$ cat src/utf8_pkg.sv
// Package for the UTF-8 stream decoder: status codes, decode constants and
// the sequence state type. It has no dependencies.
package utf8_pkg;

  // Result status codes
  localparam logic [1:0] ST_OK        = 2'd0;
  localparam logic [1:0] ST_MORE      = 2'd1;
  localparam logic [1:0] ST_BAD       = 2'd2;
  localparam logic [1:0] ST_BAD_RETRY = 2'd3;

  localparam int CP_W   = 21;
  localparam int MIN_W  = 17;
  localparam int BYTE_W = 8;

  localparam logic [CP_W-1:0] REPLACEMENT_CP = 21'h00FFFD;
  localparam logic [CP_W-1:0] SURR_LO        = 21'h00D800;
  localparam logic [CP_W-1:0] SURR_HI        = 21'h00DFFF;
  localparam logic [CP_W-1:0] MAX_CP         = 21'h10FFFF;

  // Lead byte boundaries
  localparam logic [BYTE_W-1:0] LEAD2_LO   = 8'hC2;
  localparam logic [BYTE_W-1:0] LEAD3_LO   = 8'hE0;
  localparam logic [BYTE_W-1:0] LEAD4_LO   = 8'hF0;
  localparam logic [BYTE_W-1:0] LEAD4_END  = 8'hF5;

  // Smallest legal value per sequence length
  localparam logic [MIN_W-1:0] MIN2 = 17'h00080;
  localparam logic [MIN_W-1:0] MIN3 = 17'h00800;
  localparam logic [MIN_W-1:0] MIN4 = 17'h10000;

  // State of a pending multi-byte sequence
  typedef struct packed {
    logic [CP_W-1:0]  partial_value;
    logic [MIN_W-1:0] minimum_value;
    logic [1:0]       bytes_expected;
    logic [1:0]       bytes_seen;
  } dec_state_t;

  localparam dec_state_t STATE_CLEAR = '0;

endpackage

$ cat src/utf8_stream_decoder.sv
// Pipeline: two register stages, input byte then result; a request accepted into
// the input stage moves on to the result register when that is free or draining.
// Throughput: one byte per cycle while out_ready is high; a stalled result holds the input stage.
// Reset: synchronous active-low rst_n clears both stages and the sequence state.
// UTF-8 stream decoder top level. Depends on utf8_pkg.
module utf8_stream_decoder
  import utf8_pkg::*;
(
  input  logic              clk,
  input  logic              rst_n,
  input  logic              in_valid,
  output logic              in_ready,
  input  logic [BYTE_W-1:0] in_byte,
  output logic              out_valid,
  input  logic              out_ready,
  output logic [1:0]        out_status,
  output logic [CP_W-1:0]   out_code_point
);

  logic              s1_valid_r;
  logic [BYTE_W-1:0] s1_byte_r;
  logic              s1_adv;

  dec_state_t        state_r, state_nxt;
  logic              out_valid_r;
  logic [1:0]        out_status_r, status_nxt;
  logic [CP_W-1:0]   out_code_point_r, code_point_nxt;

  logic [CP_W-1:0]   shifted;
  logic [1:0]        seen_inc;
  logic              legal;

  // Advance the input stage when the result register is free or being drained
  assign s1_adv   = s1_valid_r && (!out_valid_r || out_ready);
  assign in_ready = !s1_valid_r || s1_adv;

  // Decode one byte against the pending sequence
  assign shifted  = {state_r.partial_value[CP_W-7:0], s1_byte_r[5:0]};
  assign seen_inc = state_r.bytes_seen + 2'd1;
  assign legal    = (shifted >= {4'd0, state_r.minimum_value})
                 && !((shifted >= SURR_LO) && (shifted <= SURR_HI))
                 && (shifted <= MAX_CP);

  always_comb begin
    state_nxt      = state_r;
    status_nxt     = ST_BAD;
    code_point_nxt = REPLACEMENT_CP;
    if (state_r.bytes_expected != 2'd0) begin
      if (s1_byte_r[7:6] != 2'b10) begin
        // Abandon the sequence; caller re-feeds this byte
        state_nxt  = STATE_CLEAR;
        status_nxt = ST_BAD_RETRY;
      end else if (seen_inc < state_r.bytes_expected) begin
        state_nxt.partial_value = shifted;
        state_nxt.bytes_seen    = seen_inc;
        status_nxt              = ST_MORE;
      end else begin
        state_nxt = STATE_CLEAR;
        if (legal) begin
          status_nxt     = ST_OK;
          code_point_nxt = shifted;
        end else begin
          status_nxt = ST_BAD;
        end
      end
    end else if (!s1_byte_r[7]) begin
      status_nxt     = ST_OK;
      code_point_nxt = {{(CP_W-BYTE_W){1'b0}}, s1_byte_r};
    end else if (s1_byte_r < LEAD2_LO) begin
      status_nxt = ST_BAD;
    end else if (s1_byte_r < LEAD3_LO) begin
      state_nxt.partial_value  = {{(CP_W-5){1'b0}}, s1_byte_r[4:0]};
      state_nxt.minimum_value  = MIN2;
      state_nxt.bytes_expected = 2'd1;
      state_nxt.bytes_seen     = 2'd0;
      status_nxt               = ST_MORE;
    end else if (s1_byte_r < LEAD4_LO) begin
      state_nxt.partial_value  = {{(CP_W-4){1'b0}}, s1_byte_r[3:0]};
      state_nxt.minimum_value  = MIN3;
      state_nxt.bytes_expected = 2'd2;
      state_nxt.bytes_seen     = 2'd0;
      status_nxt               = ST_MORE;
    end else if (s1_byte_r < LEAD4_END) begin
      state_nxt.partial_value  = {{(CP_W-3){1'b0}}, s1_byte_r[2:0]};
      state_nxt.minimum_value  = MIN4;
      state_nxt.bytes_expected = 2'd3;
      state_nxt.bytes_seen     = 2'd0;
      status_nxt               = ST_MORE;
    end else begin
      status_nxt = ST_BAD;
    end
  end

  // Capture the incoming request
  always_ff @(posedge clk) begin
    if (!rst_n) begin
      s1_valid_r <= 1'b0;
    end else if (in_ready) begin
      s1_valid_r <= in_valid;
    end
  end

  always_ff @(posedge clk) begin
    if (in_valid && in_ready) begin
      s1_byte_r <= in_byte;
    end
  end

  // Update sequence state and result register
  always_ff @(posedge clk) begin
    if (!rst_n) begin
      state_r     <= STATE_CLEAR;
      out_valid_r <= 1'b0;
    end else begin
      if (s1_adv) begin
        state_r <= state_nxt;
      end
      if (s1_adv) begin
        out_valid_r <= 1'b1;
      end else if (out_ready) begin
        out_valid_r <= 1'b0;
      end
    end
  end

  always_ff @(posedge clk) begin
    if (s1_adv) begin
      out_status_r     <= status_nxt;
      out_code_point_r <= code_point_nxt;
    end
  end

  assign out_valid      = out_valid_r;
  assign out_status     = out_status_r;
  assign out_code_point = out_code_point_r;

  // Non-OK results always carry the replacement character
  a_repl: assert property (@(posedge clk) disable iff (!rst_n)
    (out_valid_r && (out_status_r != ST_OK)) |-> (out_code_point_r == REPLACEMENT_CP))
    else $error("non-OK result without replacement code point");

  // OK results are scalar values
  a_scalar: assert property (@(posedge clk) disable iff (!rst_n)
    (out_valid_r && (out_status_r == ST_OK)) |->
      ((out_code_point_r <= MAX_CP) &&
       !((out_code_point_r >= SURR_LO) && (out_code_point_r <= SURR_HI))))
    else $error("OK result is not a scalar value");

  // Continuation count never reaches the expected count while pending
  a_seen: assert property (@(posedge clk) disable iff (!rst_n)
    (state_r.bytes_expected == 2'd0) ? (state_r.bytes_seen == 2'd0)
                                     : (state_r.bytes_seen < state_r.bytes_expected))
    else $error("sequence counters out of step");

  // A result held under stall is not overwritten
  a_hold: assert property (@(posedge clk) disable iff (!rst_n)
    (out_valid_r && !out_ready) |=> ($stable(out_status_r) && $stable(out_code_point_r)))
    else $error("stalled result overwritten");

endmodule

$ cat config.mk
export PLATFORM = sky130hd
export DESIGN_NAME = utf8_stream_decoder
export DESIGN_NICKNAME = d
export VERILOG_FILES = /design/src/utf8_pkg.sv /design/src/utf8_stream_decoder.sv
export SDC_FILE = /design/constraint.sdc
export NUM_CORES = 1
export LEC_CHECK = 0
export BUFFER_PORTS_ARGS = -buffer_cell sky130_fd_sc_hd__buf_2
export CAP_MARGIN = 20
export CORE_ASPECT_RATIO = 0.6
export CORE_UTILIZATION = 56
export DETAILED_ROUTE_END_ITERATION = 10
export HOLD_SLACK_MARGIN = 0.03
export PLACE_DENSITY = 0.79
export SETUP_SLACK_MARGIN = 0.15
export SYNTH_ARGS = -nofsm -noshare
export SYNTH_HDL_FRONTEND = slang
export SYNTH_SLANG_ARGS = --single-unit
$ cat constraint.sdc
create_clock -name clk -period 2.68 [get_ports clk]
set_input_delay 0.134 -clock clk [delete_from_list [all_inputs] [get_ports clk]]
set_output_delay 0.134 -clock clk [all_outputs]
set_load 0.05 [all_outputs]
======== After elaboration in Yosys (flattened, before gate mapping) ========
Cells that the tools add are included.
operators by class
  add/sub/neg operators ................... 1
  $mul .................................... 0
  divide/modulo/power cells ............... 0
  $lt $le $gt $ge ......................... 9
  eq/ne operators ......................... 3
  shift-type cells ........................ 0
  mux-type cells .......................... 26
  bitwise gates (word level) .............. 0
  reduce and logical (&&, ||, !) cells .... 16
operator list
  cell                                                                     number
  36-bit 2-to-1 mux                                                        7
  21-bit 2-to-1 mux                                                        4
  8-bit less-than comparator, second input constant                        4
  21-bit by 16-bit >= comparator with 1-bit output, second input constant  1
  21-bit by 17-bit >= comparator with 1-bit output                         1
  21-bit by 16-bit <= comparator with 1-bit output, second input constant  1
  21-bit <= comparator, second input constant                              1
  2-bit 2-to-1 mux                                                         10
  19-bit 2-to-1 mux                                                        1
  16-bit 2-to-1 mux                                                        1
  15-bit 2-to-1 mux                                                        1
  2-bit nonzero test                                                       3
  1-bit logical AND                                                        5
  5-bit AND reduction                                                      1
  2-bit inequality test, second input constant                             2
  4-bit AND reduction                                                      1
  4-bit nonzero test                                                       1
  1-bit logical NOT                                                        3
  3-bit inequality test, second input constant                             1
  2-bit by 1-bit adder with 2-bit output, second input constant            1
  1-bit logical OR                                                         2
  2-bit less-than comparator                                               1
  1-bit 2-to-1 mux                                                         2
word-level totals
  register bits ........................... 69
  latch bits .............................. 0
  bits in writable memories ............... 0
  ROM bits ................................ 0
  bits of input ports ..................... 12
  word-level logic and storage cells ...... 64
  memories kept ........................... 0

======== Longest topological paths before layout ========
Gate-level depths: netlist of run 1.
  word-level depth ........................ 9
  mapped depth ............................ 8
  mapped depth without buffers ............ 7

======== Worst setup path before layout of run 1 ========
Ideal clock, no wire load.
  path kind ............................... reg-to-reg
  start point ............................. register out_valid_r, in the netlist out_valid
  end point ............................... register out_code_point_r[0], in the netlist out_code_point[0] (enable)
  data arrival time ....................... 1.728 ns
  required time ........................... 2.277 ns
  path slack .............................. 0.549 ns
  cell stages (with the launch flop) ...... 3
  clock period less this slack ............ 2.131 ns
  cell sequence ........................... dfxtp_1 > nor2b_1 > nor2_1
on the way
  cells in the longest elaborated chain, start to end .. 3
RTL lines
  item                      line                        RTL
  start: declaration        utf8_stream_decoder.sv:25   logic out_valid_r;
  start signal: assignment  utf8_stream_decoder.sv:113  out_valid_r <= 1'b0;
  start signal: assignment  utf8_stream_decoder.sv:119  out_valid_r <= 1'b1;
  start signal: assignment  utf8_stream_decoder.sv:121  out_valid_r <= 1'b0;
  1-bit logical NOT         utf8_stream_decoder.sv:34   assign s1_adv = s1_valid_r && (!out_valid_r || out_ready);
  1-bit logical OR          utf8_stream_decoder.sv:34
  1-bit logical AND         utf8_stream_decoder.sv:34
  via s1_adv                utf8_stream_decoder.sv:22   logic s1_adv;
  end signal: assignment    utf8_stream_decoder.sv:129  out_code_point_r <= code_point_nxt;
  end: declaration          utf8_stream_decoder.sv:27   logic [CP_W-1:0] out_code_point_r, code_point_nxt;
The timed path passes the listed nets, and every way through them passes these cells.
A chain may end at the register's enable or synchronous reset.

======== Worst setup path after layout of run 1 ========
  start point ............................. register state_r[3] in the netlist's numbering
  end point ............................... register out_code_point_r[12], in the netlist out_code_point[12] (data pin)
on the way
  cells in the longest elaborated chain, start to end .. 4
RTL lines
  item                        line                        RTL
  start: declaration          utf8_stream_decoder.sv:24   dec_state_t state_r, state_nxt;
  start signal: assignment    utf8_stream_decoder.sv:116  state_r <= state_nxt;
  2-bit less-than comparator  utf8_stream_decoder.sv:53   end else if (seen_inc < state_r.bytes_expected) begin
  21-bit 2-to-1 mux           utf8_stream_decoder.sv:53
  21-bit 2-to-1 mux           utf8_stream_decoder.sv:49   if (s1_byte_r[7:6] != 2'b10) begin
  21-bit 2-to-1 mux *         utf8_stream_decoder.sv:48   if (state_r.bytes_expected != 2'd0) begin
  via code_point_nxt[12]      utf8_stream_decoder.sv:27
The timed path passes the listed nets; every way through them passes the cells marked *.

==> out/summary.md, run 1 <==
Number of top-level design ports: 37. The detailed router put a total of 2670 um of wire on met1. CTS built an H-tree with a depth of 2. Setup repair after global routing left no endpoint under its margin. Global routing finished with a remaining overflow of 0. Remaining antenna violation count: 0. The run gives 2.75 ns as the endpoint required time on the critical path. The logs give 8270 um for the first-pass GRT wire length and 287 for the total number of nets in the final design. The switching power share of the total was 0.268. For the number of synthesis warnings, the log shows 0. The commonest cells after synthesis are sky130_fd_sc_hd__edfxtp_1, sky130_fd_sc_hd__nand2_1, sky130_fd_sc_hd__dfxtp_1, sky130_fd_sc_hd__o21ai_0, sky130_fd_sc_hd__nand4_1. The run gives 0.683 as the final core area utilization.

In this run the worst path has a maximum fanout of 16. The worst reg-to-reg path cell count is 8. The sink of the worst hold path was s1_valid_r$_SDFFE_PN0N_. The run finished with clean final reports. The setup check on the worst reg-to-reg path leaves a slack of 0.41 ns.

The largest single stage delay on the critical path is 0.47 ns. Post-route worst hold slack: 0.0698 ns. TritonCTS created 5 clock buffers. For the number of antenna violations at the first check in global routing, the log shows 0.

For the final setup slack of the worst path, the log shows 0.414 ns. The fraction of layout instances using a drive strength above 1 was 0.195; the largest net degree at the start of global routing was 46. The worst setup path is of the reg -> reg kind. The count of state elements after synthesis works out to 55.

The longest clock path from root to sink contains 2 buffers. For the worst setup path, the data arrival time is 2.34 ns. The region available for standard cell placement spans 4170 um2.

The tool flagged a number of max-cap violations equal to 0. The post-synthesis cell type count was 44; the global placement routability congestion was 0.845. The average via count per standard cell is 5.65, and the starting density of the core is 0.590.

TritonCTS built the clock tree. The cell sitting at the root of the clock tree is a sky130_fd_sc_hd__clkbuf_8. The run gives 0.574 as the portion of the post-synthesis area used by sequential elements.

For this run, design rule violations remaining after detail routing come to 0. Setup violations remaining at the end of the flow were counted as 0. After clock tree synthesis, the clock-pin slew on the worst setup and hold paths is 0.10 ns. The total routing usage reported by global routing is 0.245, and the internal power consumption is 1.17 mW. The die covers 4670 um2. VDD sags by at most 0.000334 V.

Broken down by cell family, the worst path's largest delay share belongs to compound AO/OA/AOI/OAI gates. Sorting the synthesized cells by area gives the leading types as sky130_fd_sc_hd__edfxtp_1, sky130_fd_sc_hd__dfxtp_1, sky130_fd_sc_hd__nand2_1. Timing would allow up to 0.441 GHz. Average size of a mapped cell: 10.6 um2. In this run the horizontal extent of the chip is 87.5 um.

For the clock net sink count, the log shows 55. The signal on the critical path passes through inv_1, ha_1, a21boi_0, o21ai_0, nor2_1, nand3_1, buf_4, o21a_1. The run gives 3380 um as the detailed placer's ending HPWL. The number of antenna diodes in the final layout is 0. The worst register-to-register path ends at out_code_point[12]$_DFFE_PP_. For the number of hold violations in the final report, the log shows 0. After technology mapping, the gate count stands at 232. At the pin with the least slew margin, the transition time is 0.733 ns. The period utilization is 0.846, and the final setup skew is 0.00431 ns. Most common cell in the netlist: sky130_fd_sc_hd__edfxtp_1.

After floorplanning, the core was divided into 18 placement rows. After filler insertion, the fill cell instance count of the layout stands at 317. The clock group share of total power came out at 0.293.

The run gives 0.511 as the headroom to the max-slew limit. Most used flip-flop cell after synthesis: sky130_fd_sc_hd__edfxtp_1. In this run the post-CTS setup repair buffer count came out at 0. The proportion of power drawn by combinational gates is 0.114, and the worst hold path depth is 3.

In this run the cell area of the synthesized design comes to 2460 um2. The worst hold path startpoint was in_valid. The endpoint kind of the worst setup timing path is a flop. Wire length reported by the detailed router: 5030 um. Chip height: 53.3 um. The met2 layer wire length in the routed design is 2000 um. After detailed routing, the met3 layer carries 322 um of wire. The reported net switching power came out at 0.427 mW.

The power density over cell area works out to 561 nW/um2. The detailed router finished its first iteration with 142 violations. The cell type with the highest aggregate area in the netlist is sky130_fd_sc_hd__edfxtp_1. The number of global-route vias before repair was 1597; the setup TNS was 0 ns. For this design the static power due to leakage is 1.01 nW.

The number of slew-limit violations in the final report was 0; the area overhead of the layout relative to synthesis was 15.7%. The share of the synthesized area in the top cell type came out at 0.379. The post-layout total power is 1.60 mW. The first detailed-routing pass took 4 iterations.

On the critical path, the stage with the largest delay is an instance of sky130_fd_sc_hd__dfxtp_1. The worst path buffer plus inverter count was 2. The highest layer touched by signal routing is met4. Subtracting the final worst setup slack from the clock period gives 2.27 ns. In this run the tool buffered the top-level ports with 36 buffer cells. The startpoint identified for the worst register-to-register timing path is state_r[3]$_SDFFE_PN0P_. The run gives 0.593 as the part of the power in registers.

The detailed-route wire length per cell works out to 15.2 um. OpenSTA, run right after detailed placement, puts the worst setup slack at 0.453 ns. The worst setup path is launched from a flop. For the worst-skew pair later-pin latency, the log shows 0.31 ns. The synthesized design contains 31 enable-type register cells. Type of the tightest min-delay check: in -> reg. The async set or reset register ratio after synthesis was 0. The post-synth net total is 248. The routed layout has 1876 vias.
-- final cells by class --
type                    instances  area (um2)  area share
flip-flops and latches         55        1410       0.496
clock inverters                 2        16.3     0.00572
well taps                      60        75.1      0.0264
inverters                      12        45.0      0.0158
repair buffers                 49         298       0.105
clock buffers                   6        72.6      0.0255
multi-input cells             148         927       0.326
-- timing repair --
action / CTS / global route
resized for setup: 0 / 0
hold endpoints to repair: 8 / 0
hold buffers: 8 / 0
-- logic make-up (layout without fill, tap and decap cells) --
kind of cell,after synthesis,count (layout),share of synthesized area
mux,5,5,0.0204
flops,55,55,0.574
fa+ha+maj,4,4,0.0204
simple gates,81,81,0.170
xor+xnor,1,1,0.00356
buf+inv,29,69,0.0499
compound gates,57,57,0.162
-- placed cells by master, fill, tap and decap left out, drive strengths merged, types with 2 or more instances in the layout --
master / n
and2: 2
edfxtp: 31
o2111ai: 3
or2: 2
o21ai: 18
o211ai: 3
a21o: 5
buf: 41
dlygate4sd3: 8
nand2b: 2
a21boi: 2
ha: 4
inv: 13
nand3: 5
nand2: 25
or4: 2
o22a: 2
mux2i: 5
clkbuf: 6
o21a: 10
nand4: 14
a21oi: 7
dfxtp: 24
nor4: 2
nor3: 3
nor2: 14
nor2b: 4
and4b: 2
-- state kept, by name (all words and copies together), names as in the netlist --
| register | cells |
|---|---|
| shifted | 15 |
| out_status | 2 |
| out_code_point | 21 |
| out_valid | 1 |
| s1_byte_r | 8 |
| state_r | 7 |
| s1_valid_r | 1 |
-- metal layers --
metal  vias to the layer above  global-route usage
li1                        929                   -
met3                         5              0.0515
met4                         0              0.0656
met2                        66               0.322
met1                       876               0.395
met5                         -                   0
-- worst reg2reg max path: stages (launching register included) --
cell	delay (ns)
sky130_fd_sc_hd__dfxtp_1	0.47
sky130_fd_sc_hd__inv_1	0.07
sky130_fd_sc_hd__ha_1	0.31
sky130_fd_sc_hd__a21boi_0	0.26
sky130_fd_sc_hd__o21ai_0	0.15
sky130_fd_sc_hd__nor2_1	0.12
sky130_fd_sc_hd__nand3_1	0.19
sky130_fd_sc_hd__buf_4	0.26
sky130_fd_sc_hd__o21a_1	0.20
-- metrics by stage --
stage               instance area (um2)  instances
floorplan                          2460        232
global placement                   2680        316
detailed placement                 2680        316
CTS                                2850        332
global route                       2850        332
finish                             2850        332
-- how the worst max path moves through the flow --
stage	startpoint	endpoint	cells after the start	slack (ns)
6_report	state_r[3]$_SDFFE_PN0P_	out_code_point[12]$_DFFE_PP_	8	0.41
5_1_grt	state_r[3]$_SDFFE_PN0P_	out_code_point[13]$_DFFE_PP_	8	0.22
4_1_cts	state_r[0]$_SDFFE_PN0P_	out_code_point[12]$_DFFE_PP_	8	0.45
3_5_place_dp	state_r[0]$_SDFFE_PN0P_	out_code_point[12]$_DFFE_PP_	8	0.45
3_3_place_gp	state_r[3]$_SDFFE_PN0P_	out_code_point[2]$_DFFE_PP_	8	0.51
2_1_floorplan	out_valid$_SDFFE_PN0P_	out_code_point[0]$_DFFE_PP_	2	0.55
-- power by group through the flow --
| stage | Combinational [mW] | Sequential (mW) | Clock, mW |
|---|---|---|---|
| 2_1_floorplan | 0.0786 | 1.02 | 0 |
| 3_3_place_gp | 0.168 | 0.964 | 0 |
| 3_5_place_dp | 0.171 | 0.965 | 0 |
| 4_1_cts | 0.181 | 0.946 | 0.470 |
| 5_1_grt | 0.196 | 0.950 | 0.502 |
| 6_report | 0.181 | 0.946 | 0.468 |
Power figures use the tool's default switching activity.
==> inputs of run 2 (changes only) <==
- CORE_UTILIZATION: 56 -> 50
- PLACE_DENSITY: 0.79 -> 0.74
- clock period: 2.68 -> 1.9 ns (I/O delays scaled with it)
==> run 2 against run 1 <==
  * The run now ends with setup timing left
  * Cell count increased by 9.6%
  * Hold slack gained 0.015 ns
  * Critical endpoint is now out_code_point[8]$_DFFE_PP_
  * First-iteration DRC count is 7.7% higher
  * Utilization up 3.6 points
  * Fmax up 15%
  * Clock power grew 45%
  * Largest cell class unchanged
  * Non-clock buffer count grew 29
  * Power up 45%
  * Sequential cell count stayed put
==> out/summary.md, run 2 (synthesized netlist as in run 1, its figures left out) <==
The tools report the wire length reported by the detailed router as 5910 um (was 5030 um). The largest net degree at the start of global routing came out at 25 (was 46). The width of the die works out to 92.5 um (was 87.5 um). TritonCTS built the clock tree. The number of slew-limit violations in the final report was 0 (unchanged); the number of rows created at floorplan was 19 (was 18). The source of the worst register-to-register timing path was state_r[0]$_SDFFE_PN0P_ (was state_r[3]$_SDFFE_PN0P_). Number of antenna repair diodes: 0 (unchanged).

The fraction of layout instances using a drive strength above 1 was 0.402 (was 0.195); the largest fanout of any net on the critical path was 7 (was 16). The iteration count of the initial detailed-routing pass was 5 (was 4). The run gives 37 (unchanged) as the number of top-level design ports.

The critical path startpoint is state_r[0]$_SDFFE_PN0P_ (was state_r[3]$_SDFFE_PN0P_). The number of DRC violations after detailed-routing iteration 0 is 153 (was 142). The final reports fail on setup timing. The number of global-route vias before repair came out at 1801 (was 1597).

The clock net sink count is 55 (unchanged). The worst-skew pair later-pin latency was 0.32 ns (was 0.31 ns); the flip-flop count of the largest register after layout was 21 (unchanged). Floorplan die area: 5210 um2 (was 4670 um2). The headroom to the max-slew limit was 0.626 (was 0.511); the detailed placer's ending HPWL was 3850 um (was 3380 um). The maximum level of the CTS H-tree was 2 (unchanged); the endpoint required time on the critical path was 1.98 ns (was 2.75 ns). For the non-filler instance count after layout, the log shows 364 (was 332).

The tools report the worst path arrival time as 2.05 ns (was 2.34 ns). The detailed-route wire length per cell came out at 16.2 um (was 15.2 um). The switching power share of the total was 0.276 (was 0.268); the final number of setup-violating endpoints was 24 (was 0).

The final core area utilization came out at 0.718 (was 0.683). Startpoint kind of the worst setup timing path: a flop (unchanged). The logs give -0.0654 ns (was 0.414 ns) for the final setup slack of the worst path and 316 (was 287) for the total number of nets in the final design. For the reported net switching power, the log shows 0.639 mW (was 0.427 mW). Final setup skew: 0.00894 ns (was 0.00431 ns). The root cell of the clock tree was sky130_fd_sc_hd__clkbuf_8 (unchanged). The post-detailed-placement cell area is 2870 um2 (was 2680 um2).

The tools report the clock group share of total power as 0.293 (about the same). The area of the core region came out at 4640 um2 (was 4170 um2). The area overhead of the layout relative to synthesis is 35.5% (was 15.7%), and the starting density of the core is 0.530 (was 0.590). Most common library cell in the layout ignoring fill and taps: sky130_fd_sc_hd__buf_2 (unchanged).

The final critical delay including setup and external delays was 1.97 ns (was 2.27 ns); the TritonCTS buffer count was 5 (unchanged). The number of buffers added on ports works out to 36 (unchanged). The worst setup path category was reg -> reg (unchanged). The number of hold violations in the final report is 0 (unchanged), and the global placement routability congestion is 0.889 (was 0.845).

Commonest non-fill, non-tap cells in the layout: sky130_fd_sc_hd__buf_2, sky130_fd_sc_hd__edfxtp_1, sky130_fd_sc_hd__buf_4, sky130_fd_sc_hd__nand2_1 (was sky130_fd_sc_hd__buf_2, sky130_fd_sc_hd__edfxtp_1, sky130_fd_sc_hd__nand2_1, sky130_fd_sc_hd__dfxtp_1, sky130_fd_sc_hd__o21ai_0). The logs give 1.23 nW (was 1.01 nW) for the leakage power and 3330 um2 (was 2850 um2) for the post-route cell area. The chip height is 56.3 um (was 53.3 um). The clock transition at the registers of the reported paths was 0.11 ns (was 0.10 ns). Type of the tightest min-delay check: in -> reg (unchanged). The number of inserted filler cells in the final layout was 317 (unchanged). The total routing usage reported by global routing came out at 0.241 (was 0.245).

The final routed DRC violation total is 0 (unchanged). The number of antenna violations at the first check in global routing was 0 (unchanged). The logs give 2 (unchanged) for the maximum buffer depth of the clock tree and 1.67 mW (was 1.17 mW) for the internal power consumption. The via total after detailed routing was 2045 (was 1876). The power density over cell area was 695 nW/um2 (was 561 nW/um2); the period utilization was 1.03 (was 0.846). The tools report the worst hold path startpoint as in_valid (unchanged).

The highest attainable clock frequency was 0.509 GHz (was 0.441 GHz). The number of maximum-capacitance constraint violations is 0 (unchanged). The tools report the post-layout total power as 2.31 mW (was 1.60 mW). Remaining antenna violation count: 0 (unchanged). The run finished, with violations left. The tools report the cell count after placement as 340 (was 316). The run gives 0 (unchanged) as the global route total overflow.

For the part of the power in registers, the log shows 0.575 (was 0.593). Proportion of power drawn by combinational gates: 0.132 (was 0.114). The maximum ir drop on the vdd rail is 0.000368 V (was 0.000334 V).

Setup repair after global routing could not meet its margin everywhere. Worst-margin pin slew: 0.561 ns (was 0.733 ns). The tools report the endpoint kind of the worst setup timing path as a flop (unchanged). The first-pass GRT wire length is 9350 um (was 8270 um), and the average via count per standard cell is 5.62 (was 5.65).
## run 2: power by group through the flow
stage,Combinational (mW),Clock (mW),Sequential [mW]
finish,0.306,0.678,1.33
global route,0.326,0.725,1.33
global placement,0.263,0,1.35
floorplan,0.113,0,1.43
CTS,0.292,0.672,1.33
detailed placement,0.266,0,1.35
## run 2: final timing paths
check | slack (ns) | end | depth (start not counted)
hold reg to reg | 0.48 | state_r[15]$_SDFFE_PN0P_ | 2
setup reg to reg | -0.07 | out_code_point[8]$_DFFE_PP_ | 8
setup / recovery | -0.07 | out_code_point[8]$_DFFE_PP_ | 8
hold / removal | 0.08 | s1_valid_r$_SDFFE_PN0N_ | 3
## run 2: per-layer routing
layer  vias to the layer above  part of all wire  wire (um)  track usage
met2                        94              0.42       2500        0.350
met5                         -                 0          0            0
met4                         0             0.012         71       0.0737
met3                         8             0.084        494       0.0528
li1                        984                 -          -            -
met1                       959              0.48       2850        0.360
## run 2: layout make-up
type | instances | area (um2) | area share
Tap cell | 63 | 78.8 | 0.0237
Clock buffer | 5 | 68.8 | 0.0207
Clock inverter | 3 | 22.5 | 0.00676
Sequential cell | 55 | 1420 | 0.426
Timing Repair Buffer | 78 | 572 | 0.172
Inverter | 12 | 45.0 | 0.0135
Multi-Input combinational cell | 148 | 1120 | 0.337
## run 2: metrics by stage
step	setup slack [ns]	hold WS, ns	TNS [ns]
after CTS	-0.0220	0.0813	-0.145
final	-0.0654	0.0843	-0.951
after global routing	-0.146	0.118	-3.82
after floorplan	0.107	0.194	0
after detailed placement	-0.0301	0.275	-0.231
after global placement	-0.0499	0.271	-0.316
## run 2: timing repair
action                                 CTS  global route
gates cloned                             2             1
setup endpoints to repair               44            44
pin swaps                               10             9
endpoints found under the hold margin    8             0
gates resized for setup                 41            27
buffers inserted                         4             1
hold buffers                             8             0
## run 2: worst max-delay path, cell delays in order (launching register included)
cell,delay [ns]
sky130_fd_sc_hd__dfxtp_2,0.34
sky130_fd_sc_hd__xor2_1,0.15
sky130_fd_sc_hd__ha_1,0.30
sky130_fd_sc_hd__a21boi_4,0.19
sky130_fd_sc_hd__o21ai_2,0.09
sky130_fd_sc_hd__nor2_2,0.17
sky130_fd_sc_hd__nand3_4,0.13
sky130_fd_sc_hd__clkbuf_16,0.19
sky130_fd_sc_hd__o21a_1,0.17
==> inputs of run 3 (changes only) <==
- REMOVE_ABC_BUFFERS: not set -> 1
==> run 3 against run 2 <==
  * The flow still finishes with violations (setup timing)
  * Clock-buffer cell count is 1 higher
  * Wire length is 11% higher
  * Clock power is 6.8% lower
  * Highest routed layer unchanged
  * Combinational power is 14% higher
  * Power is 0.26% lower
  * Sequential cell count stayed put
  * Fmax is 2.1% higher
  * Utilization is 2.7 points higher
==> out/summary.md, run 3 (synthesized netlist as in run 1, its figures left out) <==
The flow ran to the end, but the final reports show violations. Violations in the final reports: setup timing (unchanged). The maximum buffer depth of the clock tree was 2 (unchanged); the largest fanout of any net on the critical path was 17 (was 7). The most common library cell in the layout ignoring fill and taps is sky130_fd_sc_hd__buf_4 (was sky130_fd_sc_hd__buf_2).

Cell-by-cell listing of the critical path: xor2_2, ha_1, a21boi_4, o21ai_2, nor2_2, nand3_2, buf_12, o22a_1 (was xor2_1, ha_1, a21boi_4, o21ai_2, nor2_2, nand3_4, clkbuf_16, o21a_1). The width of the die came out at 92.5 um (unchanged). Sink of the worst hold path: s1_valid_r$_SDFFE_PN0N_ (unchanged). The worst-margin pin slew works out to 0.665 ns (was 0.561 ns).

The clock net sink count was 55 (unchanged); the highest attainable clock frequency was 0.520 GHz (was 0.509 GHz). The tools report the final number of setup-violating endpoints as 11 (was 24). For the non-filler instance count after layout, the log shows 383 (was 364). For the remaining antenna violation count, the log shows 0 (unchanged). For the maximum level of the CTS H-tree, the log shows 2 (unchanged). For the internal power consumption, the log shows 1.69 mW (was 1.67 mW). For the final routed DRC violation total, the log shows 0 (unchanged). The first-pass GRT wire length was 9920 um (was 9350 um). Post-route cell area: 3460 um2 (was 3330 um2). The via total after detailed routing came out at 2217 (was 2045). For the largest net degree at the start of global routing, the log shows 25 (unchanged). For the total routing usage reported by global routing, the log shows 0.253 (was 0.241). The number of rows created at floorplan is 19 (unchanged). The fraction of layout instances using a drive strength above 1 was 0.397 (was 0.402); the worst path arrival time was 1.99 ns (was 2.05 ns). The type of the tightest min-delay check was in -> reg (unchanged). The detailed placer's ending HPWL came out at 3780 um (was 3850 um). The number of antenna repair diodes was 0 (unchanged). The reported net switching power came out at 0.613 mW (was 0.639 mW). Cell count after placement: 351 (was 340). The post-detailed-placement cell area was 2940 um2 (was 2870 um2); the period utilization was 1.01 (was 1.03).

The TritonCTS buffer count was 5 (unchanged). The number of buffers added on ports works out to 36 (unchanged). The tools report the end of the worst register-to-register path as out_code_point[6]$_DFFE_PP_ (was out_code_point[8]$_DFFE_PP_). The floorplan die area came out at 5210 um2 (unchanged). The chip height is 56.3 um (unchanged), and the final setup slack of the worst path is -0.0247 ns (was -0.0654 ns). The power density over cell area came out at 668 nW/um2 (was 695 nW/um2).

For the number of antenna violations at the first check in global routing, the log shows 0 (unchanged). The endpoint required time on the critical path was 1.97 ns (was 1.98 ns). The final setup skew was 0.0103 ns (was 0.00894 ns). The leakage power is 1.32 nW (was 1.23 nW).

The number of maximum-capacitance constraint violations came out at 0 (unchanged). Number of hold violations in the final report: 0 (unchanged). Maximum ir drop on the vdd rail: 0.000510 V (was 0.000368 V). The startpoint kind of the worst setup timing path was a flop (unchanged). The logs give 0.575 (about the same) for the part of the power in registers and -0.126 ns (was -0.951 ns) for the setup TNS. For the number of slew-limit violations in the final report, the log shows 0 (unchanged). The average via count per standard cell is 5.79 (was 5.62). TritonCTS built the clock tree.

The number of DRC violations after detailed-routing iteration 0 was 152 (was 153). The clock transition at the registers of the reported paths works out to 0.10 ns (was 0.11 ns). The endpoint kind of the worst setup timing path is a flop (unchanged). Worst reg-to-reg path cell count: 8 (unchanged). The number of global-route vias before repair was 2000 (was 1801); the number of inserted filler cells in the final layout was 307 (was 317).

The headroom to the max-slew limit is 0.557 (was 0.626). The worst setup path category was reg -> reg (unchanged). For the setup slack on the worst flop-to-flop path, the log shows -0.02 ns (was -0.07 ns).

For the wire length reported by the detailed router, the log shows 6590 um (was 5910 um). Master of the slowest instance on the critical path: sky130_fd_sc_hd__dfxtp_2 (unchanged). The source of the worst register-to-register timing path was state_r[0]$_SDFFE_PN0P_ (unchanged).

For the clock group share of total power, the log shows 0.274 (was 0.293). The tools report the worst hold path startpoint as in_valid (unchanged). The final critical delay including setup and external delays is 1.92 ns (was 1.97 ns), and the area overhead of the layout relative to synthesis is 40.6% (was 35.5%). Iteration count of the initial detailed-routing pass: 4 (was 5). The root cell of the clock tree was sky130_fd_sc_hd__clkbuf_8 (unchanged). The largest stage delay on the critical path works out to 0.35 ns (was 0.34 ns). The area of the core region came out at 4640 um2 (unchanged). The flip-flop count of the largest register after layout was 21 (unchanged); the proportion of power drawn by combinational gates was 0.151 (was 0.132). The run gives 0.31 ns (was 0.32 ns) as the worst-skew pair later-pin latency. The switching power share of the total was 0.266 (was 0.276); the worst hold path depth was 3 (unchanged). The starting density of the core is 0.530 (unchanged). The detailed-route wire length per cell is 17.2 um (was 16.2 um). The global placement routability congestion was 0.828 (was 0.889). Setup repair after global routing could not meet its margin everywhere. For the number of top-level design ports, the log shows 37 (unchanged).

Commonest non-fill, non-tap cells in the layout: sky130_fd_sc_hd__buf_4, sky130_fd_sc_hd__buf_2, sky130_fd_sc_hd__edfxtp_1, sky130_fd_sc_hd__nand2_1, sky130_fd_sc_hd__dfxtp_1 (was sky130_fd_sc_hd__buf_2, sky130_fd_sc_hd__edfxtp_1, sky130_fd_sc_hd__buf_4, sky130_fd_sc_hd__nand2_1). The global route total overflow was 0 (unchanged). For the total number of nets in the final design, the log shows 335 (was 316).
==> run 3: layout make-up <==
cell class	instances	area, um2	area share
clock inverter	2	12.5	0.00362
multi-input combinational	148	1070	0.311
inverter	12	45.0	0.0130
tap	63	78.8	0.0228
clock buffer	6	72.6	0.0210
sequential	55	1420	0.409
timing repair buffer	97	758	0.219
==> run 3: routing by layer <==
layer,vias up,global-route usage,share of wire
met3,12,0.0501,0.071
met2,102,0.390,0.47
li1,1029,-,-
met1,1074,0.369,0.44
met4,0,0.0580,0.014
met5,-,0,0
==> run 3: what timing repair did <==
| item | CTS | global route |
|---|---|---|
| resized for setup | 43 | 22 |
| hold endpoints to repair | 8 | 0 |
| setup endpoints to repair | 44 | 45 |
| cloned | 1 | 1 |
| pin swaps | 18 | 11 |
| hold buffers | 8 | 0 |
| setup buffers | 9 | 5 |
==> run 3: metrics by stage <==
step	utilization	power, mW	hold slack (ns)	worst slack (ns)
after floorplan	-	1.53	0.194	-0.455
after global placement	0.631	1.63	0.271	-0.105
after detailed placement	0.634	1.63	0.273	-0.122
after CTS	0.715	2.29	0.0386	0.00854
after global routing	0.746	2.38	0.0802	-0.0903
final	0.746	2.31	0.0429	-0.0247
==> run 3: power groups by stage <==
stage | clock [mW] | combinational (mW) | sequential, mW
floorplan | 0 | 0.0885 | 1.44
global placement | 0 | 0.276 | 1.35
detailed placement | 0 | 0.282 | 1.35
CTS | 0.643 | 0.318 | 1.33
global route | 0.682 | 0.370 | 1.33
finish | 0.632 | 0.348 | 1.33
==> run 3: how the worst max path moves through the flow <==
stage	end	slack (ns)	depth (start not counted)	start
after floorplan	state_r[11]$_SDFFE_PN0P_	-0.45	5	s1_byte_r[4]$_DFFE_PP_
after global placement	out_code_point[20]$_SDFFCE_PP0P_	-0.11	7	shifted[18]$_SDFFE_PN0P_
after detailed placement	out_code_point[20]$_SDFFCE_PP0P_	-0.12	7	shifted[18]$_SDFFE_PN0P_
after CTS	out_code_point[20]$_SDFFCE_PP0P_	0.009	7	shifted[12]$_SDFFE_PN0P_
after global routing	out_code_point[6]$_DFFE_PP_	-0.09	8	state_r[0]$_SDFFE_PN0P_
final	out_code_point[6]$_DFFE_PP_	-0.02	8	state_r[0]$_SDFFE_PN0P_
==> run 3: worst max-delay path, delay by kind of cell (launching register included) <==
kind | cells | cell delay [ns]
xor gates and xnor gates | 1 | 0.17
adders and majority gates | 1 | 0.32
and+or+nand+nor | 2 | 0.20
AOI/OAI and AO/OA | 3 | 0.48
DFF | 1 | 0.35
buffers and inverters | 1 | 0.16
